### src/hw/rtl/sdh_pkg.sv
// shared types and constants for the sd spi card host
`timescale 1ns / 1ps
`default_nettype none
package sdh_pkg;
   localparam int POLL_LIMIT     = 100;
   localparam int PREAMBLE_BYTES = 10;
   localparam int MAX_BLOCK      = 512;

   localparam logic [2:0] OP_INIT  = 3'd0;
   localparam logic [2:0] OP_READ  = 3'd1;
   localparam logic [2:0] OP_WRITE = 3'd2;
   localparam logic [2:0] OP_HOST  = 3'd3;
   localparam logic [2:0] OP_CARD  = 3'd4;

   localparam logic [2:0] ST_OK     = 3'd0;
   localparam logic [2:0] ST_BAD_R1 = 3'd1;
   localparam logic [2:0] ST_VCHECK = 3'd2;
   localparam logic [2:0] ST_TOKEN  = 3'd3;
   localparam logic [2:0] ST_REJECT = 3'd4;

   localparam logic [4:0] PH_IDLE = 5'd0, PH_PRE = 5'd1, PH_CMD = 5'd2, PH_POLL = 5'd3,
      PH_RET = 5'd4, PH_TOKEN = 5'd5, PH_CSD = 5'd6, PH_CSDCRC = 5'd7, PH_RDATA = 5'd8,
      PH_RCRC = 5'd9, PH_RBUSY = 5'd10, PH_WGAP = 5'd11, PH_WTOKEN = 5'd12,
      PH_WNEED = 5'd13, PH_WDATA = 5'd14, PH_WCRC = 5'd15, PH_WRESP = 5'd16,
      PH_WBUSY = 5'd17;

   localparam logic [5:0] CMD0 = 6'd0, CMD1 = 6'd1, CMD8 = 6'd8, CMD9 = 6'd9,
      CMD16 = 6'd16, CMD17 = 6'd17, CMD24 = 6'd24, CMD41 = 6'd41, CMD55 = 6'd55,
      CMD58 = 6'd58;

   localparam logic [0:0] REG_BLOCK_LENGTH = 1'd0;

   typedef struct packed {
      logic [2:0]  opcode;
      logic [31:0] block_address;
      logic [9:0]  window_offset;
      logic [9:0]  window_length;
      logic [7:0]  byte_value;
   } req_type;

   typedef struct packed {
      logic        tx_valid;
      logic [7:0]  tx_byte;
      logic        select_card;
      logic        need_data;
      logic        rx_valid;
      logic [7:0]  rx_byte;
      logic        done_res;
      logic [2:0]  status;
      logic        card_v2;
      logic        block_addressing;
      logic [41:0] card_bytes;
   } rsp_type;
endpackage
`default_nettype wire

### src/hw/rtl/sdh_core.sv
// protocol engine: one byte transfer per step, state update and result forming
`timescale 1ns / 1ps
`default_nettype none
module sdh_core import sdh_pkg::*; (
   input  wire logic       clock,
   input  wire logic       reset,
   input  wire logic       step,
   input  wire req_type    req,
   input  wire logic [9:0] block_length,
   output rsp_type         rsp
);
   logic [4:0]  phase_ff, phase_in;
   logic [9:0]  count_ff, count_in;
   logic [6:0]  poll_ff, poll_in;
   logic [5:0]  cmd_ff, cmd_in;
   logic [31:0] word_ff, word_in;
   logic [7:0]  csd_ff [16];
   logic [9:0]  wstart_ff, wstart_in, wsize_ff, wsize_in;
   logic [41:0] cap_ff, cap_in;
   logic        v2_ff, v2_in, bmode_ff, bmode_in, sel_ff, sel_in;
   logic [7:0]  resp_ff, resp_in;
   logic [31:0] arg_ff, arg_in;
   logic        csd_we;
   logic [9:0]  eff_len;
   logic        txv, need, rxv, done;
   logic [7:0]  tx, rx;
   logic [2:0]  st;
   logic [7:0]  b;
   logic [4:0]  shamt;
   logic [21:0] cs2;
   logic [12:0] cs1;

   assign eff_len = (block_length > 10'(MAX_BLOCK)) ? 10'(MAX_BLOCK) : block_length;
   assign b = req.byte_value;

   function automatic logic in_win(input logic [9:0] i, input logic [9:0] s,
                                   input logic [9:0] n);
      logic [9:0] d;
      d = i - s;
      return (i >= s) && (d < n);
   endfunction

   function automatic logic [7:0] frame(input logic [9:0] k, input logic [5:0] c,
                                        input logic [31:0] a);
      logic [7:0] r;
      r = 8'h01;
      if (k < 10'd2) r = 8'hFF;
      else if (k == 10'd2) r = 8'h40 | {2'b00, c};
      else if (k == 10'd3) r = a[31:24];
      else if (k == 10'd4) r = a[23:16];
      else if (k == 10'd5) r = a[15:8];
      else if (k == 10'd6) r = a[7:0];
      else if (c == CMD8) r = 8'h87;
      else if (c == CMD0) r = 8'h95;
      return r;
   endfunction

   // capacity from the csd store, both layouts
   always_comb begin
      cs2 = {csd_ff[7][5:0], csd_ff[8], csd_ff[9]};
      cs1 = {1'b0, csd_ff[6][1:0], csd_ff[7], csd_ff[8][7:6]};
      shamt = 5'(csd_ff[5][3:0]) + 5'(csd_ff[9][5:3]) + 5'd2;
   end

   // next state and result for one transfer
   always_comb begin
      phase_in = phase_ff; count_in = count_ff; poll_in = poll_ff; cmd_in = cmd_ff;
      word_in = word_ff; wstart_in = wstart_ff; wsize_in = wsize_ff; cap_in = cap_ff;
      v2_in = v2_ff; bmode_in = bmode_ff; sel_in = sel_ff; resp_in = resp_ff;
      arg_in = arg_ff; csd_we = 1'b0;
      txv = 1'b0; tx = 8'h00; need = 1'b0; rxv = 1'b0; rx = 8'h00; done = 1'b0;
      st = ST_OK;
      begin : work
         logic issue_en, fin, aft;
         logic [5:0] icmd;
         logic [31:0] iarg;
         logic [2:0] fst;
         logic [7:0] r1;
         logic nw;
         logic [9:0] nc;
         issue_en = 1'b0; fin = 1'b0; aft = 1'b0; icmd = CMD0; iarg = '0;
         fst = ST_OK; r1 = resp_ff; nw = 1'b0; nc = count_ff;
         case (req.opcode)
            OP_INIT: begin
               sel_in = 1'b0; phase_in = PH_PRE; count_in = '0; txv = 1'b1; tx = 8'hFF;
            end
            OP_READ, OP_WRITE: begin
               wstart_in = req.window_offset; wsize_in = req.window_length; sel_in = 1'b1;
               issue_en = 1'b1; icmd = (req.opcode == OP_READ) ? CMD17 : CMD24;
               iarg = req.block_address;
            end
            OP_HOST: begin
               if (phase_ff == PH_WNEED) begin
                  phase_in = PH_WDATA; txv = 1'b1; tx = b;
               end
            end
            OP_CARD: begin
               case (phase_ff)
                  PH_PRE: begin
                     count_in = count_ff + 10'd1;
                     if (count_in < 10'(PREAMBLE_BYTES)) begin
                        txv = 1'b1; tx = 8'hFF;
                     end else begin
                        sel_in = 1'b1; issue_en = 1'b1; icmd = CMD0; iarg = '0;
                     end
                  end
                  PH_CMD: begin
                     count_in = count_ff + 10'd1;
                     txv = 1'b1;
                     if (count_in < 10'd8) tx = frame(count_in, cmd_ff, arg_ff);
                     else begin
                        phase_in = PH_POLL; poll_in = '0; tx = 8'hFF;
                     end
                  end
                  PH_POLL: begin
                     if (b != 8'hFF) begin
                        resp_in = b; r1 = b;
                        if (cmd_ff == CMD8 || cmd_ff == CMD58) begin
                           phase_in = PH_RET; count_in = '0; txv = 1'b1; tx = 8'hFF;
                        end else aft = 1'b1;
                     end else begin
                        poll_in = poll_ff + 7'd1;
                        if (poll_in >= 7'(POLL_LIMIT)) begin
                           fin = 1'b1; fst = ST_BAD_R1;
                        end else begin
                           txv = 1'b1; tx = 8'hFF;
                        end
                     end
                  end
                  PH_RET: begin
                     word_in = {word_ff[23:0], b};
                     count_in = count_ff + 10'd1;
                     if (count_in < 10'd4) begin
                        txv = 1'b1; tx = 8'hFF;
                     end else aft = 1'b1;
                  end
                  PH_TOKEN: begin
                     if (b == 8'hFF) begin
                        txv = 1'b1; tx = 8'hFF;
                     end else if (!b[7]) begin
                        fin = 1'b1; fst = ST_TOKEN;
                     end else begin
                        count_in = '0;
                        if (cmd_ff == CMD9) phase_in = PH_CSD;
                        else phase_in = (eff_len == '0) ? PH_RCRC : PH_RDATA;
                        txv = 1'b1; tx = 8'hFF;
                     end
                  end
                  PH_CSD: begin
                     csd_we = 1'b1;
                     count_in = count_ff + 10'd1;
                     if (count_in >= 10'd16) begin
                        phase_in = PH_CSDCRC; count_in = '0;
                     end
                     txv = 1'b1; tx = 8'hFF;
                  end
                  PH_CSDCRC: begin
                     count_in = count_ff + 10'd1;
                     if (count_in < 10'd2) begin
                        txv = 1'b1; tx = 8'hFF;
                     end else begin
                        if (csd_ff[0][6]) cap_in = {1'b0, cs2 + 22'd0, 19'd0} + 42'h80000;
                        else cap_in = 42'({29'd0, cs1 + 13'd1} << shamt);
                        fin = 1'b1; fst = ST_OK;
                     end
                  end
                  PH_RDATA: begin
                     if (in_win(count_ff, wstart_ff, wsize_ff)) begin
                        rxv = 1'b1; rx = b;
                     end
                     count_in = count_ff + 10'd1;
                     if (count_in >= eff_len) begin
                        phase_in = PH_RCRC; count_in = '0;
                     end
                     txv = 1'b1; tx = 8'hFF;
                  end
                  PH_RCRC: begin
                     count_in = count_ff + 10'd1;
                     if (count_in >= 10'd2) phase_in = PH_RBUSY;
                     txv = 1'b1; tx = 8'hFF;
                  end
                  PH_RBUSY: begin
                     if (b == 8'hFF) begin
                        fin = 1'b1; fst = ST_OK;
                     end else begin
                        txv = 1'b1; tx = 8'hFF;
                     end
                  end
                  PH_WGAP: begin
                     phase_in = PH_WTOKEN; txv = 1'b1; tx = 8'hFE;
                  end
                  PH_WTOKEN: begin
                     nw = 1'b1; nc = '0;
                  end
                  PH_WDATA: begin
                     nw = 1'b1; nc = count_ff + 10'd1;
                  end
                  PH_WCRC: begin
                     count_in = count_ff + 10'd1;
                     txv = 1'b1;
                     if (count_in < 10'd2) tx = 8'h00;
                     else begin
                        phase_in = PH_WRESP; tx = 8'hFF;
                     end
                  end
                  PH_WRESP: begin
                     resp_in = b; phase_in = PH_WBUSY; txv = 1'b1; tx = 8'hFF;
                  end
                  PH_WBUSY: begin
                     if (b == 8'h00) begin
                        txv = 1'b1; tx = 8'hFF;
                     end else begin
                        fin = 1'b1;
                        fst = (resp_ff[4:0] == 5'h05) ? ST_OK : ST_REJECT;
                     end
                  end
                  default: ;
               endcase
            end
            default: ;
         endcase
         // next write byte decision
         if (nw) begin
            count_in = nc;
            if (nc >= eff_len) begin
               phase_in = PH_WCRC; count_in = '0; txv = 1'b1; tx = 8'h00;
            end else if (in_win(nc, wstart_ff, wsize_ff)) begin
               phase_in = PH_WNEED; need = 1'b1;
            end else begin
               phase_in = PH_WDATA; txv = 1'b1; tx = 8'h00;
            end
         end
         // command sequencing once r1 and any trailing word are in
         if (aft) begin
            case (cmd_ff)
               CMD0: begin
                  if (r1 != 8'h01) begin fin = 1'b1; fst = ST_BAD_R1; end
                  else begin issue_en = 1'b1; icmd = CMD8; iarg = 32'h1AA; end
               end
               CMD8: begin
                  if (r1[2]) begin
                     v2_in = 1'b0; bmode_in = 1'b0; issue_en = 1'b1; icmd = CMD1;
                  end else if (r1 == 8'h01) begin
                     v2_in = 1'b1;
                     if (word_in[11:0] != 12'h1AA) begin fin = 1'b1; fst = ST_VCHECK; end
                     else begin issue_en = 1'b1; icmd = CMD55; end
                  end else begin
                     fin = 1'b1; fst = ST_BAD_R1;
                  end
               end
               CMD1: begin issue_en = 1'b1; icmd = r1[0] ? CMD1 : CMD58; end
               CMD55: begin issue_en = 1'b1; icmd = CMD41; iarg = 32'h40000000; end
               CMD41: begin issue_en = 1'b1; icmd = r1[0] ? CMD55 : CMD58; end
               CMD58: begin
                  bmode_in = word_in[30]; issue_en = 1'b1; icmd = CMD16;
                  iarg = {22'd0, eff_len};
               end
               CMD16: begin
                  if (r1 != 8'h00) begin fin = 1'b1; fst = ST_BAD_R1; end
                  else begin issue_en = 1'b1; icmd = CMD9; end
               end
               CMD9: begin phase_in = PH_TOKEN; txv = 1'b1; tx = 8'hFF; end
               CMD17: begin
                  if (r1 != 8'h00) begin fin = 1'b1; fst = ST_BAD_R1; end
                  else begin phase_in = PH_TOKEN; txv = 1'b1; tx = 8'hFF; end
               end
               default: begin
                  if (r1 != 8'h00) begin fin = 1'b1; fst = ST_BAD_R1; end
                  else begin phase_in = PH_WGAP; txv = 1'b1; tx = 8'hFF; end
               end
            endcase
         end
         if (issue_en) begin
            cmd_in = icmd; arg_in = iarg; phase_in = PH_CMD; count_in = '0;
            txv = 1'b1; tx = 8'hFF;
         end
         if (fin) begin
            phase_in = PH_IDLE; sel_in = 1'b0; done = 1'b1; st = fst;
         end
      end
   end

   // control state
   always_ff @(posedge clock) begin
      if (reset) begin
         phase_ff <= PH_IDLE; count_ff <= '0; poll_ff <= '0; cmd_ff <= '0;
         word_ff <= '0; wstart_ff <= '0; wsize_ff <= '0; cap_ff <= '0;
         v2_ff <= 1'b0; bmode_ff <= 1'b0; sel_ff <= 1'b0; resp_ff <= '0; arg_ff <= '0;
      end else if (step) begin
         phase_ff <= phase_in; count_ff <= count_in; poll_ff <= poll_in; cmd_ff <= cmd_in;
         word_ff <= word_in; wstart_ff <= wstart_in; wsize_ff <= wsize_in;
         cap_ff <= cap_in; v2_ff <= v2_in; bmode_ff <= bmode_in; sel_ff <= sel_in;
         resp_ff <= resp_in; arg_ff <= arg_in;
      end
   end

   // csd bytes as they arrive
   always_ff @(posedge clock) begin
      if (step && csd_we) csd_ff[count_ff[3:0]] <= b;
   end

   always_comb begin
      rsp.tx_valid = txv; rsp.tx_byte = tx; rsp.select_card = sel_in;
      rsp.need_data = need; rsp.rx_valid = rxv; rsp.rx_byte = rx;
      rsp.done_res = done; rsp.status = st; rsp.card_v2 = v2_in;
      rsp.block_addressing = bmode_in; rsp.card_bytes = cap_in;
   end

   a_poll_bound: assert property (@(posedge clock) disable iff (reset)
      poll_ff <= 7'(POLL_LIMIT)) else $error("poll count past limit");
   a_idle_desel: assert property (@(posedge clock) disable iff (reset)
      step && rsp.done_res |=> !sel_ff) else $error("card selected after finish");
   a_done_no_tx: assert property (@(posedge clock) disable iff (reset)
      step && rsp.done_res |-> !rsp.tx_valid) else $error("request on finish");
endmodule
`default_nettype wire

### src/hw/rtl/sd_spi_card_host.sv
// top level of the sd spi card host: channels, register port, engine
// One byte transfer per item: each accepted item is registered, processed by the
// combinational engine and its result held in an output register, so a new item
// is taken every cycle unless a result waits stalled in the output register. The
// block_length register answers at addresses 0 to 3 (paddr bit 2 clear); write it
// only while no operation is running.
`timescale 1ns / 1ps
`default_nettype none
module sd_spi_card_host import sdh_pkg::*; (
   input  wire logic        clock,
   input  wire logic        reset,
   input  wire logic        req_valid,
   output logic             req_stall,
   input  wire logic [2:0]  req_opcode,
   input  wire logic [31:0] req_block_address,
   input  wire logic [9:0]  req_window_offset,
   input  wire logic [9:0]  req_window_length,
   input  wire logic [7:0]  req_byte_value,
   output logic             rsp_valid,
   input  wire logic        rsp_stall,
   output logic             rsp_tx_valid,
   output logic [7:0]       rsp_tx_byte,
   output logic             rsp_select_card,
   output logic             rsp_need_data,
   output logic             rsp_rx_valid,
   output logic [7:0]       rsp_rx_byte,
   output logic             rsp_done_res,
   output logic [2:0]       rsp_status,
   output logic             rsp_card_v2,
   output logic             rsp_block_addressing,
   output logic [41:0]      rsp_card_bytes,
   input  wire logic        csr_psel,
   input  wire logic        csr_penable,
   input  wire logic        csr_pwrite,
   input  wire logic [2:0]  csr_paddr,
   input  wire logic [31:0] csr_pwdata,
   output logic [31:0]      csr_prdata,
   output logic             csr_pready
);
   logic [9:0] blen_ff;
   logic       hv_ff, ov_ff;
   req_type    hold_ff;
   rsp_type    out_ff, eng;
   logic       step, out_free;

   // register port
   assign csr_pready = 1'b1;
   assign csr_prdata = (csr_paddr[2] == REG_BLOCK_LENGTH) ? {22'd0, blen_ff} : 32'd0;
   always_ff @(posedge clock) begin
      if (reset) blen_ff <= 10'd512;
      else if (csr_psel && csr_penable && csr_pwrite && csr_paddr[2] == REG_BLOCK_LENGTH)
         blen_ff <= csr_pwdata[9:0];
   end

   // input register feeds engine when result register is free
   assign out_free  = !ov_ff || !rsp_stall;
   assign step      = hv_ff && out_free;
   assign req_stall = hv_ff && !out_free;

   always_ff @(posedge clock) begin
      if (reset) begin
         hv_ff <= 1'b0; ov_ff <= 1'b0;
      end else begin
         if (!req_stall) hv_ff <= req_valid;
         if (out_free) ov_ff <= step;
      end
   end

   always_ff @(posedge clock) begin
      if (req_valid && !req_stall)
         hold_ff <= '{req_opcode, req_block_address, req_window_offset,
                      req_window_length, req_byte_value};
      if (step) out_ff <= eng;
   end

   sdh_core u_core (.clock(clock), .reset(reset), .step(step), .req(hold_ff),
      .block_length(blen_ff), .rsp(eng));

   assign rsp_valid = ov_ff;
   assign rsp_tx_valid = out_ff.tx_valid;
   assign rsp_tx_byte = out_ff.tx_byte;
   assign rsp_select_card = out_ff.select_card;
   assign rsp_need_data = out_ff.need_data;
   assign rsp_rx_valid = out_ff.rx_valid;
   assign rsp_rx_byte = out_ff.rx_byte;
   assign rsp_done_res = out_ff.done_res;
   assign rsp_status = out_ff.status;
   assign rsp_card_v2 = out_ff.card_v2;
   assign rsp_block_addressing = out_ff.block_addressing;
   assign rsp_card_bytes = out_ff.card_bytes;

   a_no_loss: assert property (@(posedge clock) disable iff (reset)
      ov_ff && rsp_stall |=> ov_ff) else $error("result dropped");
   a_hold_step: assert property (@(posedge clock) disable iff (reset)
      hv_ff && !req_stall |-> step) else $error("held item not processed");
   a_status_ok: assert property (@(posedge clock) disable iff (reset)
      rsp_valid && !rsp_done_res |-> rsp_status == ST_OK) else $error("stray status");
endmodule
`default_nettype wire
### config.mk
export PLATFORM = sky130hd
export DESIGN_NAME = sd_spi_card_host
export DESIGN_NICKNAME = d
export VERILOG_FILES = /design/src/hw/rtl/sdh_pkg.sv /design/src/hw/rtl/sdh_core.sv /design/src/hw/rtl/sd_spi_card_host.sv
export SDC_FILE = /design/constraint.sdc
export NUM_CORES = 1
export LEC_CHECK = 0
export BUFFER_PORTS_ARGS = -buffer_cell sky130_fd_sc_hd__buf_2
export CAP_MARGIN = 20
export CORE_MARGIN = 1.5
export CORE_UTILIZATION = 45
export DETAILED_ROUTE_END_ITERATION = 10
export PLACE_DENSITY = 0.63
export REMOVE_ABC_BUFFERS = 1
export SYNTH_ARGS = -nofsm -noshare
export SYNTH_HDL_FRONTEND = slang
export SYNTH_SLANG_ARGS = --single-unit
### constraint.sdc
create_clock -name clock -period 7.3 [get_ports clock]
set_input_delay 1.095 -clock clock [delete_from_list [all_inputs] [get_ports clock]]
set_output_delay 1.095 -clock clock [all_outputs]
set_load 0.005 [all_outputs]
==> impl_metrics.yaml, run 1 <==
final_layout:
  finalNetCount: 2342
  final_common_cell: "nand2_1"
  areaGrowthSynthToFinish_pct: 12.6
  design_area_um2: 20600
  diodes: 0
  layout-drive-gt1-share_pct: 14.0
  layout_common_cells: "274 x nand2_1, 196 x nor2_1, 162 x edfxtp_1"
  fillers: 3752
cts:
  clk_latency_ns: 0.56
  clock_sinks: 322
  cts_root_buf: "clkbuf_16"
  cts-hold-fix-buffers: 0
  cts_made_buffers: 36
  cts_max_level: 2
  path_clk_slew_ns: 0.06
  postCtsSetupRepairBufs: 0
  ctsResizeCount: 0
  clk_path_buf_depth: 3
  tritoncts: "done"
yosys:
  synth_area_per_cell_um2: 8.90
  ys_seq_elements: 322
  async_flop_share_pct: 0
  muxShareOfSynthArea_pct: 1.22
  ys_types: 95
  ys.flop_type: "edfxtp_1"
  syn_area_um2: 18300
  synth_fa_ha_area_share_pct: 5.31
  ys_seq_area_share_pct: 44.1
  synth_compound_area_share_pct: 21.1
  synth-edff-count: 162
  yosys_warnings: 0
  synthCells: 2057
  synth_xor_area_share_pct: 2.01
  synth_top_family_by_area: "compound AO/OA/AOI/OAI gates"
  synthSimpleGateAreaFrac_pct: 20.8
placed_design:
  place_area_um2: 19400
  place_hpwl_um: 38200
  port_buffers: 160
  gp_congestion: 0.941
sta:
  fmax_ghz: 0.157
  setup_violations: 0
  period_needed_ns: 6.37
  finalCritPeriodShare_pct: 87.3
  tightest_slew_ns: 1.20
  fin_setup_tns_ns: 0
  skew_ns: 0.0198
  final_max_slew_viol_count: 0
  maxSlewHeadroom_pct: 19.2
  rsz0062_at_grt: "no"
  hold_viol: 0
global_route:
  grt_pass1_vias: 14852
  grt-ovfl-total: 0
  grt_pass1_wl_um: 83000
  antenna_found_initial: 0
  grt.total_usage_pct: 25.2
  grt_max_degree: 84
routing:
  ant_nets: 0
  drt_iter0_markers: 1097
  wirelength_um: 52800
  dr.pass1.iters: 5
  drc: 0
  vias_per_cell: 5.87
  vias: 15932
  route.detailed.wl_per_inst_um: 19.4
die:
  start_util_pct: 45.8
  rows: 73
  coreArea_um2: 39900
  ioPinCount: 208
  die_area_um2: 41900
  die_w_um: 205
  die_h_um: 205
power_and_ir_drop:
  swShare_pct: 23.2
  p_int_w: 0.00311
  p_switching_w: 0.000940
  p_leak_nw: 7.55
  power_density_nw_per_um2: 197
  combPwrFrac_pct: 6.6
  p_clk_share_pct: 44.8
  seq_power_share_pct: 48.6
  ir_drop_uv: 193
  power_w: 0.00405
worst_setup_path:
  crit_top_cell: "o21ai_0"
  crit_arrival_ns: 6.83
  criticalPathCategory: "flip-flop to flip-flop"
  cpMaxStageDelayCell: "or4b_2"
  cp-start-kind: "flip-flop"
  crit_fanout: 13
  r2r_cells: 23
  rr_startpoint: "u_core.count_ff[0]"
  timing.rr.end: "u_core.phase_ff[0]"
  end_kind: "flip-flop"
  critPathMaxStageDelay_ns: 0.65
  reg2reg_slack_ns: 0.93
  crit_required_ns: 7.76
  cp_cell_sequence: "inv_1, ha_1, nand2_1, o21ai_0, ha_1, nor2b_1, o21ai_0, a21boi_0, o21ai_0, a21boi_0, o21ai_0, a21boi_0, or4b_2, nand3_1, ha_1, a21oi_1, o21ai_0, a221oi_1, o21ai_0, nand3b_1, inv_1, or4_1, a311oi_1"
hold_path:
  hp-class: "flip-flop to flip-flop"
  min_delay_worst_endpoint: "u_core.wsize_ff[1]"
  min-delay-start: "u_core.wsize_ff[1]"
  holdPathStages: 2
status:
  outcome: "complete, no violations"
run:
  cap_violations: 0
[flip-flops by register name, indices dropped and copies added, names as in the netlist, 6 cells and up]
| register | flops |
|---|---|
| rsp_card_bytes | 42 |
| rsp_tx_byte | 8 |
| u_core.csd_ff | 31 |
| u_core.poll_ff | 7 |
| u_core.cap_ff | 42 |
| u_core.count_ff | 10 |
| u_core.word_ff | 15 |
| u_core.resp_ff | 8 |
| hold_ff | 63 |
| u_core.cmd_ff | 6 |
| u_core.wsize_ff | 10 |
| blen_ff | 10 |
| u_core.arg_ff | 32 |
| rsp_rx_byte | 8 |
| u_core.wstart_ff | 10 |
[per-stage QoR]
step	setup slack, ns	instances	utilization [%]	hold slack [ns]
3_5_place_dp	1.08	2648	48.7	0.444
2_1_floorplan	1.65	1923	-	0.422
5_1_grt	0.405	2715	51.6	0.475
6_report	0.930	2715	51.6	0.452
4_1_cts	1.02	2714	51.6	0.452
3_3_place_gp	1.17	2648	48.7	0.438
[kinds of logic (layout without fill, tap and decap cells)]
family / after synthesis / in the layout
flops: 322 / 322
simple gates: 799 / 799
compound gates: 570 / 570
other cells: 2 / 23
fa+ha+maj: 76 / 76
mux: 22 / 22
xor+xnor: 42 / 42
buf+inv: 224 / 336
[final cells by class]
| type | instances | area (um2) | share of cell area [%] |
|---|---|---|---|
| clock buffers | 47 | 983 | 4.77 |
| flip-flops and latches | 322 | 8070 | 39.1 |
| well taps | 525 | 657 | 3.19 |
| clock inverters | 19 | 184 | 0.893 |
| inverters | 69 | 260 | 1.26 |
| multi-input cells | 1532 | 9340 | 45.3 |
| repair buffers | 201 | 1110 | 5.39 |
[routing by layer]
metal  wire (um)  GRT usage, %
met5           0             0
met4        1900          9.64
met3        3240          3.74
met2       24200          39.9
met1       23500          34.6
[synthesized netlist by cell type, drive strengths merged (9+ instances only)]
cell       n  share of area (%)
a211oi    45                2.2
a21oi    159                4.4
a22o      33                1.6
a22oi     15               0.62
a2bb2oi    9               0.43
a31oi     32                1.1
a32oi     12               0.68
and2      20               0.70
and3      28               0.96
buf       46                1.7
clkbuf   109                2.2
dfxtp    160                 18
edfxtp   162                 27
ha        72                4.9
inv       65                1.3
mux2i     19                1.0
nand2    274                5.6
nand2b    10               0.34
nand3     63                1.7
nand4     15               0.51
nor2     200                4.2
nor2b     30                1.0
nor3      68                1.9
nor4      14               0.51
o211ai    16               0.68
o21a      18               0.74
o21ai    109                3.0
o22ai     14               0.48
o31ai     16               0.68
or3       16               0.55
xnor2     25                1.2
xor2      17               0.81
[worst max-delay path, delay by kind of cell (launching register included)]
family | cells | cell delay, ns
compound gates | 12 | 2.59
simple gates | 6 | 1.66
fa+ha+maj | 3 | 1.12
flops | 1 | 0.62
buf+inv | 2 | 0.27
[power by group through the flow]
stage	combinational [W]	sequential [W]	clock [W]
2_1_floorplan	0.000140	0.00201	0
3_3_place_gp	0.000263	0.00201	0
3_5_place_dp	0.000266	0.00201	0
4_1_cts	0.000268	0.00197	0.00186
5_1_grt	0.000299	0.00197	0.00192
6_report	0.000267	0.00197	0.00182
[worst max path at each step]
stage	slack [ns]	start	end	cells after the start
final	0.93	u_core.count_ff[0]	u_core.phase_ff[0]	23
after global routing	0.40	u_core.count_ff[0]	u_core.phase_ff[0]	23
after CTS	1.02	u_core.count_ff[0]	u_core.phase_ff[0]	23
after detailed placement	1.08	u_core.count_ff[0]	u_core.phase_ff[0]	23
after global placement	1.17	u_core.count_ff[0]	u_core.phase_ff[0]	23
after floorplan	1.65	u_core.phase_ff[3]	u_core.phase_ff[0]	23
Note: power is estimated with default switching activity, not from simulation.
==> run 2, diff against run 1 <==
--- a/config.mk
+++ b/config.mk
@@ -8,9 +8,9 @@
 export BUFFER_PORTS_ARGS = -buffer_cell sky130_fd_sc_hd__buf_2
 export CAP_MARGIN = 20
 export CORE_MARGIN = 1.5
-export CORE_UTILIZATION = 45
+export CORE_UTILIZATION = 60
 export DETAILED_ROUTE_END_ITERATION = 10
-export PLACE_DENSITY = 0.63
+export PLACE_DENSITY_LB_ADDON = 0.25
 export REMOVE_ABC_BUFFERS = 1
 export SYNTH_ARGS = -nofsm -noshare
 export SYNTH_HDL_FRONTEND = slang
==> run 2 against run 1 <==
  * First-iteration DRC count up 80%
  * Worst hold slack better by 0.0020 ns
  * Critical path depth up 1
  * Non-clock buffer count down 5
  * Worst setup slack better by 0.073 ns
  * Sequential share of layout area up 0.46 points
  * Die area down 25%
  * Cell area down 1.2%
  * Global-route usage up 7.2 points
  * Critical endpoint unchanged
  * Largest cell class unchanged
  * Largest power group unchanged
  * Highest routed layer unchanged
==> impl_metrics.yaml, run 2 (synthesis results as in run 1) <==
worst_setup_path:
  end_kind: "flip-flop"
  crit_top_cell: "o21ai_0"
  crit_buf_inv: 2
  crit_arrival_ns: 6.73
  criticalPathCategory: "flip-flop to flip-flop"
  cp-start-kind: "flip-flop"
  crit_required_ns: 7.73
  path_delay_family: "simple AND/OR/NAND/NOR gates"
  r2r_cells: 24
  critPathMaxStageDelay_ns: 0.63
  crit_fanout: 10
  rr_startpoint: "hold_ff[60]"
  cpMaxStageDelayCell: "or4b_2"
  reg2reg_slack_ns: 1.00
  cp_cell_sequence: "or2_2, nor2_1, buf_4, and3_1, nand2_1, o22ai_1, ha_1, o21ai_0, a21boi_0, o21ai_0, a21boi_0, o21ai_0, a21boi_0, or4b_2, nand3_1, ha_1, a21oi_1, o21ai_0, a221oi_1, o21ai_0, nand3b_1, inv_1, or4_1, a311oi_1"
  timing.rr.end: "u_core.phase_ff[0]"
routing:
  wirelength_um: 51700
  vias_per_cell: 6.35
  drt_iter0_markers: 1974
  dr.pass1.iters: 6
  vias: 16338
  drc: 0
  ant_nets: 0
  route.detailed.wl_per_inst_um: 20.1
final_layout:
  layout-drive-gt1-share_pct: 13.7
  multi_input_area_um2: 9340
  final_cell_count_no_fill: 2571
  diodes: 0
  final_common_cell: "nand2_1"
  design_area_um2: 20400
  seq_area_um2: 8070
  finalNetCount: 2335
  areaGrowthSynthToFinish_pct: 11.3
  fillers: 2438
  layout_common_cells: "274 x nand2_1, 196 x nor2_1, 162 x edfxtp_1"
  largest_reg_flops: 63
  largest-register: "hold_ff"
sta:
  period_needed_ns: 6.30
  hold_viol: 0
  maxSlewHeadroom_pct: 22.7
  tightest_slew_ns: 1.15
  setup_violations: 0
  rsz0062_at_grt: "no"
  fmax_ghz: 0.159
  fin_setup_tns_ns: 0
  finalCritPeriodShare_pct: 86.3
  skew_ns: 0.0150
  final_max_slew_viol_count: 0
global_route:
  grt_max_degree: 82
  antenna_found_initial: 0
  grt.total_usage_pct: 32.4
  grt_pass1_wl_um: 80200
  grt_use_met3_pct: 5.21
  grt-ovfl-total: 0
  grt_pass1_vias: 15088
  grt_use_met2_pct: 53.2
  grt_use_met1_pct: 42.7
  grt_busiest_layer: "met2"
cts:
  tritoncts: "done"
  path_clk_slew_ns: 0.06
  clk_latency_ns: 0.52
  cts_made_buffers: 34
  postCtsSetupRepairBufs: 0
  ctsResizeCount: 0
  cts_root_buf: "clkbuf_16"
  clock_sinks: 322
  cts-hold-fix-buffers: 0
  cts_max_level: 2
  clk_path_buf_depth: 3
hold_path:
  holdPathStages: 2
  min_delay_worst_endpoint: "u_core.wsize_ff[6]"
  hp-class: "flip-flop to flip-flop"
  min-delay-start: "u_core.wsize_ff[6]"
power_and_ir_drop:
  power_density_nw_per_um2: 196
  ir_drop_uv: 254
  p_leak_nw: 7.49
die:
  coreArea_um2: 29800
  ioPinCount: 208
  die_w_um: 178
  rows: 63
  start_util_pct: 61.4
  die_area_um2: 31600
  die_h_um: 178
placed_design:
  port_buffers: 160
  gp_congestion: 0.984
  place_area_um2: 19200
  dp.cells: 2509
  place_hpwl_um: 36700
status:
  outcome: "complete, no violations"
run:
  cap_violations: 0
-- run 2: cell type report --
class,instances,area share (%)
Multi-Input combinational cell,1532,45.9
Tap cell,390,2.40
Clock buffer,54,5.10
Inverter,69,1.28
Sequential cell,322,39.6
Clock inverter,8,0.473
Timing Repair Buffer,196,5.27
-- run 2: worst max-delay path by stage --
stage	startpoint	end	slack (ns)	depth (start not counted)
floorplan	u_core.phase_ff[3]	u_core.phase_ff[0]	1.65	23
global placement	hold_ff[60]	u_core.phase_ff[0]	1.26	24
detailed placement	u_core.count_ff[0]	u_core.phase_ff[0]	1.17	23
CTS	u_core.count_ff[0]	u_core.phase_ff[0]	1.11	23
global route	u_core.count_ff[0]	u_core.phase_ff[0]	0.59	23
finish	hold_ff[60]	u_core.phase_ff[0]	1.00	24
-- run 2: routing by layer --
| metal | vias to the layer above | share of wire, % |
|---|---|---|
| met5 | - | 0 |
| met4 | 0 | 3.7 |
| met3 | 135 | 7.9 |
| met2 | 784 | 46 |
| met1 | 7720 | 42 |
| li1 | 7699 | - |
-- run 2: report_power, final --
part | internal [W] | switching [W]
registers | 0.00195 | 0.0000205
clock network | 0.00105 | 0.000703
logic | 0.000103 | 0.000168
total | 0.00310 | 0.000891
-- run 2: through the flow --
step                      power, W  hold WS (ns)  util [%]  setup slack [ns]
after global placement     0.00226         0.438      64.6              1.26
after detailed placement   0.00227         0.443      64.6              1.17
after global routing       0.00411         0.473      68.4             0.595
after floorplan            0.00215         0.422         -              1.65
final                      0.00399         0.454      68.4              1.00
after CTS                  0.00401         0.453      68.4              1.11
-- run 2: worst reg2reg max path: cells and delay by family (launching register included) --
kind / cells / cell delay [ns]
fa+ha+maj: 2 / 0.58
simple gates: 8 / 2.44
compound gates: 12 / 2.44
flops: 1 / 0.49
buf+inv: 2 / 0.26
